**src/hw/rtl/dhwp_pkg.sv**
```systemverilog
// ----------------------------------------------------------------------------
// Digitizer hit word parser package
// Shared constants, payload types, control types and state codes.
// ----------------------------------------------------------------------------
package dhwp_pkg;

  localparam int MAX_HITS  = 16;
  localparam int HIT_IDX_W = (MAX_HITS > 1) ? $clog2(MAX_HITS) : 1;
  localparam int CNT_W     = $clog2(MAX_HITS + 1);

  localparam logic [CNT_W-1:0] MAX_CNT = CNT_W'(MAX_HITS);

  localparam logic [3:0] NIB_HEADER  = 4'h8;
  localparam logic [3:0] NIB_NINE    = 4'h9;
  localparam logic [3:0] NIB_A       = 4'hA;
  localparam logic [3:0] NIB_B       = 4'hB;
  localparam logic [3:0] NIB_TRAILER = 4'hE;

  localparam logic [31:0] ALL_ONES = 32'hffff_ffff;

  typedef struct packed {
    logic [31:0] word;
    logic [31:0] event_serial;
    logic [31:0] event_time;
    logic        bank_start;
  } in_item_t;

  typedef struct packed {
    logic [15:0] channel_address;
    logic [2:0]  card_type;
    logic [41:0] hit_time;
    logic [13:0] integration;
    logic [25:0] charge;
    logic [17:0] cfd_time;
    logic [31:0] serial_out;
    logic [31:0] hit_index;
    logic [31:0] time_out;
    logic        overflow;
    logic        last_of_group;
  } out_item_t;

  typedef enum logic [0:0] {
    ST_IDLE,
    ST_DRAIN
  } state_t;

  typedef struct packed {
    logic accept_en;
    logic drain_step;
  } cmd_t;

  typedef struct packed {
    logic close_req;
    logic entry_last;
    logic out_free;
  } status_t;

endpackage

```
**src/hw/rtl/dhwp_datapath.sv**
```systemverilog
// ----------------------------------------------------------------------------
// Parser datapath
// Word history, hit store, trailer bookkeeping and the output register.
// ----------------------------------------------------------------------------
module dhwp_datapath
  import dhwp_pkg::*;
(
  input  logic      clk,
  input  logic      rst,
  input  logic      in_valid,
  input  in_item_t  in_item,
  input  cmd_t      cmd,
  output status_t   status,
  output logic      out_valid,
  input  logic      out_ready,
  output out_item_t out_item
);

  logic [31:0] prior_one;
  logic [31:0] prior_two;
  logic [1:0]  bank_pos;
  logic [CNT_W-1:0] hit_count;
  logic [CNT_W-1:0] hit_count_next;
  logic        ovf_seen;
  logic        ovf_seen_next;
  logic [31:0] group_b;
  logic [31:0] group_b_next;
  logic [31:0] last_good_b;
  logic [31:0] cur_serial;
  logic [31:0] idx_cnt;

  logic [15:0] hdr_addr [MAX_HITS];
  logic [2:0]  hdr_card [MAX_HITS];
  logic [27:0] a_low [MAX_HITS];
  logic [30:0] height [MAX_HITS];
  logic [26:0] cfd [MAX_HITS];
  logic [MAX_HITS-1:0] nine_ok;
  logic [MAX_HITS-1:0] a_ok;

  logic [CNT_W-1:0] drain_cnt;
  logic [CNT_W-1:0] drain_i;
  logic        drain_b_ok;
  logic [13:0] drain_b_low;
  logic [31:0] drain_serial;
  logic [31:0] drain_time;
  logic        drain_ovf;

  logic        accept;
  logic [3:0]  nib;
  logic [CNT_W-1:0] hc_e;
  logic        ovf_e;
  logic [31:0] group_b_e;
  logic [31:0] prior_one_e;
  logic [31:0] prior_two_e;
  logic [1:0]  pos_e;
  logic [HIT_IDX_W-1:0] k_new;
  logic [HIT_IDX_W-1:0] k_top;
  logic        raw_ok;
  logic        is_header;
  logic        is_close;
  logic [31:0] b_sel;
  logic [HIT_IDX_W-1:0] rd;
  logic        good_i;
  logic [MAX_HITS-1:0] beyond;
  logic [31:0] new_idx;

  assign accept    = in_valid && cmd.accept_en;
  assign nib       = in_item.word[31:28];
  assign hc_e      = in_item.bank_start ? '0 : hit_count;
  assign ovf_e     = in_item.bank_start ? 1'b0 : ovf_seen;
  assign group_b_e = in_item.bank_start ? ALL_ONES : group_b;
  assign prior_one_e = in_item.bank_start ? 32'd0 : prior_one;
  assign prior_two_e = in_item.bank_start ? 32'd0 : prior_two;
  assign pos_e     = in_item.bank_start ? 2'd0 : bank_pos;
  assign k_new     = hc_e[HIT_IDX_W-1:0];
  assign k_top     = HIT_IDX_W'(hc_e - 1'b1);
  assign is_header = (nib == NIB_HEADER);
  assign is_close  = (nib == NIB_TRAILER) && (hc_e != '0);
  assign raw_ok    = (hc_e != '0) && !ovf_e && (pos_e == 2'd3) && (is_header || is_close);
  assign b_sel     = (group_b_e == ALL_ONES) ? last_good_b : group_b_e;

  always_comb begin
    hit_count_next = hc_e;
    ovf_seen_next  = ovf_e;
    group_b_next   = group_b_e;
    if (is_header) begin
      group_b_next = ALL_ONES;
      if (hc_e >= MAX_CNT) begin
        ovf_seen_next = 1'b1;
      end else begin
        hit_count_next = CNT_W'(hc_e + 1'b1);
      end
    end else if (hc_e != '0) begin
      case (nib)
        NIB_B: begin
          group_b_next = in_item.word;
        end
        NIB_TRAILER: begin
          hit_count_next = '0;
          ovf_seen_next  = 1'b0;
          group_b_next   = ALL_ONES;
        end
        default: begin
        end
      endcase
    end
  end

  assign rd     = drain_i[HIT_IDX_W-1:0];
  assign good_i = drain_b_ok && nine_ok[rd] && a_ok[rd];

  always_comb begin
    for (int j = 0; j < MAX_HITS; j++) begin
      beyond[j] = (CNT_W'(j) > drain_i) && (CNT_W'(j) < drain_cnt) &&
                  nine_ok[j] && a_ok[j];
    end
  end

  assign new_idx = (drain_serial != cur_serial) ? 32'd0 : idx_cnt;

  assign status.close_req  = is_close;
  assign status.entry_last = (drain_i == CNT_W'(drain_cnt - 1'b1));
  assign status.out_free   = !out_valid || out_ready;

  always_ff @(posedge clk) begin
    if (rst) begin
      prior_one   <= '0;
      prior_two   <= '0;
      bank_pos    <= '0;
      hit_count   <= '0;
      ovf_seen    <= 1'b0;
      group_b     <= ALL_ONES;
      last_good_b <= ALL_ONES;
      cur_serial  <= '0;
      idx_cnt     <= '0;
      out_valid   <= 1'b0;
      drain_i     <= '0;
      drain_cnt   <= '0;
    end else begin
      if (accept) begin
        hit_count <= hit_count_next;
        ovf_seen  <= ovf_seen_next;
        group_b   <= group_b_next;
        if (raw_ok) begin
          height[k_top] <= prior_two_e[31] ? 31'd0 : prior_two_e[30:0];
          cfd[k_top]    <= prior_one_e[31] ? 27'd0 :
                           {prior_one_e[30:22], prior_one_e[17:0]};
        end
        if (is_header) begin
          if (hc_e < MAX_CNT) begin
            hdr_addr[k_new] <= in_item.word[19:4];
            hdr_card[k_new] <= in_item.word[27:25];
            nine_ok[k_new]  <= 1'b0;
            a_ok[k_new]     <= 1'b0;
            height[k_new]   <= '1;
            cfd[k_new]      <= '1;
          end
        end else if (hc_e != '0) begin
          case (nib)
            NIB_NINE: begin
              if (!ovf_e) begin
                nine_ok[k_top] <= 1'b1;
              end
            end
            NIB_A: begin
              if (!ovf_e) begin
                a_ok[k_top]  <= 1'b1;
                a_low[k_top] <= in_item.word[27:0];
              end
            end
            NIB_TRAILER: begin
              last_good_b  <= b_sel;
              drain_b_ok   <= (b_sel[31:28] == NIB_B);
              drain_b_low  <= b_sel[13:0];
              drain_serial <= in_item.event_serial;
              drain_time   <= in_item.event_time;
              drain_ovf    <= ovf_e;
              drain_cnt    <= hc_e;
              drain_i      <= '0;
            end
            default: begin
            end
          endcase
        end
        prior_two <= prior_one_e;
        prior_one <= in_item.word;
        bank_pos  <= (pos_e == 2'd3) ? 2'd3 : pos_e + 2'd1;
      end

      if (cmd.drain_step) begin
        drain_i <= CNT_W'(drain_i + 1'b1);
        if (good_i) begin
          out_valid  <= 1'b1;
          cur_serial <= drain_serial;
          idx_cnt    <= new_idx + 32'd1;
          out_item.channel_address <= hdr_addr[rd];
          out_item.card_type       <= hdr_card[rd];
          out_item.hit_time        <= {drain_b_low, a_low[rd]};
          out_item.integration     <= {height[rd][30:26], cfd[rd][26:18]};
          out_item.charge          <= height[rd][25:0];
          out_item.cfd_time        <= cfd[rd][17:0];
          out_item.serial_out      <= drain_serial;
          out_item.hit_index       <= new_idx;
          out_item.time_out        <= drain_time;
          out_item.overflow        <= drain_ovf;
          out_item.last_of_group   <= (beyond == '0);
        end else if (out_ready) begin
          out_valid <= 1'b0;
        end
      end else if (out_ready) begin
        out_valid <= 1'b0;
      end
    end
  end

endmodule

```
**config.mk**
```make
export PLATFORM = sky130hd
export DESIGN_NAME = dhwp_datapath
export DESIGN_NICKNAME = d
export VERILOG_FILES = /design/src/hw/rtl/dhwp_pkg.sv /design/src/hw/rtl/dhwp_datapath.sv
export SDC_FILE = /design/constraint.sdc
export NUM_CORES = 2
export LEC_CHECK = 0
export ABC_AREA = 1
export BUFFER_PORTS_ARGS = -buffer_cell sky130_fd_sc_hd__buf_2
export CORE_ASPECT_RATIO = 1.1
export CORE_MARGIN = 4
export CORE_UTILIZATION = 30
export CTS_CLUSTER_DIAMETER = 150
export CTS_CLUSTER_SIZE = 16
export DETAILED_ROUTE_END_ITERATION = 7
export SYNTH_ARGS = -nofsm -noshare
export SYNTH_HDL_FRONTEND = slang
export SYNTH_SLANG_ARGS = --single-unit
```
**constraint.sdc**
```tcl
create_clock -name clk -period 15.5 [get_ports clk]
set_input_delay 3.1 -clock clk [delete_from_list [all_inputs] [get_ports clk]]
set_output_delay 3.1 -clock clk [all_outputs]
set_load 0.01 [all_outputs]
```
==> impl_metrics.tcl <==
set metrics [dict create \
    dp_cells 12100 \
    die_x_um 523 \
    h-tree-depth 4 \
    cp-startpoint "in_item[0]" \
    ios 324 \
    num_rows 207 \
    yosys_warnings 0 \
    worst_setup_path_start_kind "input pin" \
    crit_path_end_kind "output port" \
    setup_ws_ps 6770 \
    grt_max_degree 229 \
    worst_pin_slew_ps 1250 \
    final_common_cell "nand2_1" \
    pre_cts_ws_ps 6830 \
    synth.cell_area_um2 87400 \
    cts_root_buf "clkbuf_16" \
    maxSlewHeadroom 0.163 \
    hp-class "flip-flop to flip-flop" \
    grtUsageTotal 0.180 \
    vdd_ir_drop_max_mv 0.0830 \
    syn_avg_cell_area_um2 10.2 \
    start_util 0.302 \
    dr.pass1.iters 6 \
    final_cell_mix "nand2_1 (1767), dfxtp_1 (1123), edfxtp_1 (1081), o211ai_1 (937), nor2_1 (706)" \
    cts_inserted_buffers 165 \
    fin_tns_setup_ps 0 \
    synth_ff_type "dfxtp_1" \
    hp-start "drain_time[5]$_DFFE_PP_" \
    wire_per_inst_um 22.8 \
    finalSetupViolations 0 \
    ant_nets 0 \
    vias 67200 \
    crit_type "input pin to output port" \
    ys_top_cells_by_area "edfxtp_1 (37%), dfxtp_1 (26%), o211ai_1 (8.0%)" \
    antenna_found_initial 22 \
    cts_sinks 2206 \
    yosysSeqAreaShare 0.629 \
    synth_cells 8583 \
    fillCellCount 29200 \
    routed_wirelength_um 282000 \
    outcome "complete, no violations" \
    drtIter0Drc 7531 \
    synthesis.nets 8697 \
    hold_viol_final 0 \
    core_area_um2 290000 \
    synth_seq_cells 2206 \
    rsz0062_at_grt "false" \
    p_leak_nw 31.9 \
    yosys.area.top_type "edfxtp_1" \
    cap_violations 0 \
    synth_top_area_share 0.371 \
    whs_ps 377 \
    async_flop_share 0 \
    max_freq_mhz 115 \
    dp_hpwl_um 154000 \
    synth_cell_type_count 50 \
    design.die.area_um2 300000 \
    vias_per_cell 5.43 \
    grt_pass1_vias 64700 \
    clockBufferDepth 4 \
    r2r_start "drain_i[0]$_SDFFE_PP0P_" \
    fin_cells 12400 \
    nets 8542 \
    drive_gt1_frac 0.0974 \
    post-route-period-util 0.563 \
    overflow 0 \
    drc 0 \
    multi_input_area_um2 28500 \
    cp_max_fo 41 \
    die_h_um 574 \
    pwr_density_cell_nw_per_um2 112 \
    clkSlewWorstSetupHoldPaths_ps 70 \
    worstSkewPairLatency_ps 850 \
    cts_tree "yes" \
    fin_worst_skew_ps 90.5 \
    register_area_um2 55000 \
    report.final.slew_viol_count 0 \
    cts_resized 0 \
    synthToLayoutAreaGrowth_pct 10.7 \
    worstPathRequired_ps 12400 \
    place_congestion 0.857 \
    worst-endpoint-arrival_ps 5630 \
    postCtsSetupBuffers 0 \
    grt_pass1_wl_um 419000 \
    portBuffers 323 \
    period_minus_slack_ps 8730 \
    synth_edf_count 1081 \
    ctsHoldBuffers 0 \
]
## layout make-up
cell class	count	area share
flip-flops and latches	2206	0.568
diodes	9	0.000233
clock inverters	10	0.00141
well taps	3866	0.0500
multi-input cells	5256	0.294
inverters	362	0.0143
clock buffers	219	0.0453
repair buffers	437	0.0261
## critical path: stages
cell and delay, ps:
buf_2 610, inv_2 500, nand2_1 340, ha_1 200
inv_1 80, nor2_1 210, nand2_2 110, nand2_2 170
inv_1 110, buf_2 190
## flip-flops by register name, indices dropped and copies added (netlist names), 14 cells and up
register / cells
prior_two: 32
group_b: 32
hdr_addr: 256
idx_cnt: 32
last_good_b: 18
nine_ok: 16
height: 496
a_low: 448
drain_b_low: 14
out_item: 217
drain_time: 32
prior_one: 32
drain_serial: 32
cfd: 432
cur_serial: 32
a_ok: 16
hdr_card: 48
## report_power, final
part / leakage (nW) / switching [W] / total (W) / internal [W]
sequential: 18.8 / 0.0000455 / 0.00621 / 0.00617
combinational: 10.8 / 0.000457 / 0.000631 / 0.000174
clock: 2.19 / 0.00204 / 0.00403 / 0.00199
## path summary, 6_finish.rpt
kind                                   to  slack (ps)  depth (start not counted)
setup / recovery                status[2]        6770                         10
hold / removal      out_item[7]$_DFFE_PP_         380                          0
setup reg to reg  idx_cnt[0]$_SDFFE_PP0P_        8990                         15
hold reg to reg     out_item[7]$_DFFE_PP_         380                          0
## per-layer routing
layer	track usage	vias to the layer above	part of all wire	wire, µm
li1	-	30600	-	-
met3	0.0288	631	0.081	22700
met5	0	-	0.00034	95
met1	0.239	32900	0.41	117000
met2	0.295	3051	0.47	132000
met4	0.0670	14	0.039	11100
## cell families (layout without fill, tap and decap cells)
| logic type | count (synthesis) | in the layout | share of synthesized area |
|---|---|---|---|
| AOI/OAI and AO/OA | 2258 | 2258 | 0.183 |
| other | 0 | 9 | 0 |
| adders and majority gates | 11 | 11 | 0.00157 |
| buffers and inverters | 1121 | 1028 | 0.0491 |
| and+or+nand+nor | 2957 | 2957 | 0.135 |
| xor gates and xnor gates | 30 | 30 | 0.00301 |
| DFF | 2206 | 2206 | 0.629 |
## Yosys cell counts, drive strengths merged (2+ instances only)
master and count:
a22oi 14, a41oi 105, ha 11, clkinv 6, xnor2 23, a221oi 317, a31o 105, a31oi 4
a211oi 4, o31ai 3, or2 3, nor3 13, o22ai 130, edfxtp 1081, nor2 754, xor2 7
o21a 3, a21oi 135, dfxtp 1125, o311ai 2, and3 2, clkbuf 676, o221ai 13, nor4 11
buf 83, a2111oi 2, nand3 333, nand4 56, o32ai 2, inv 356, o21ai 476, o211ai 937
nand2 1784
## metrics by stage
step,power [W],area (µm²),util
6_report,0.0109,96700,0.334
5_1_grt,0.0113,96700,0.334
4_1_cts,0.0110,96700,0.334
3_5_place_dp,0.00698,92200,0.318
3_3_place_gp,0.00696,92200,0.318
2_1_floorplan,0.00672,87400,-
(Power assumes the default switching activity.)
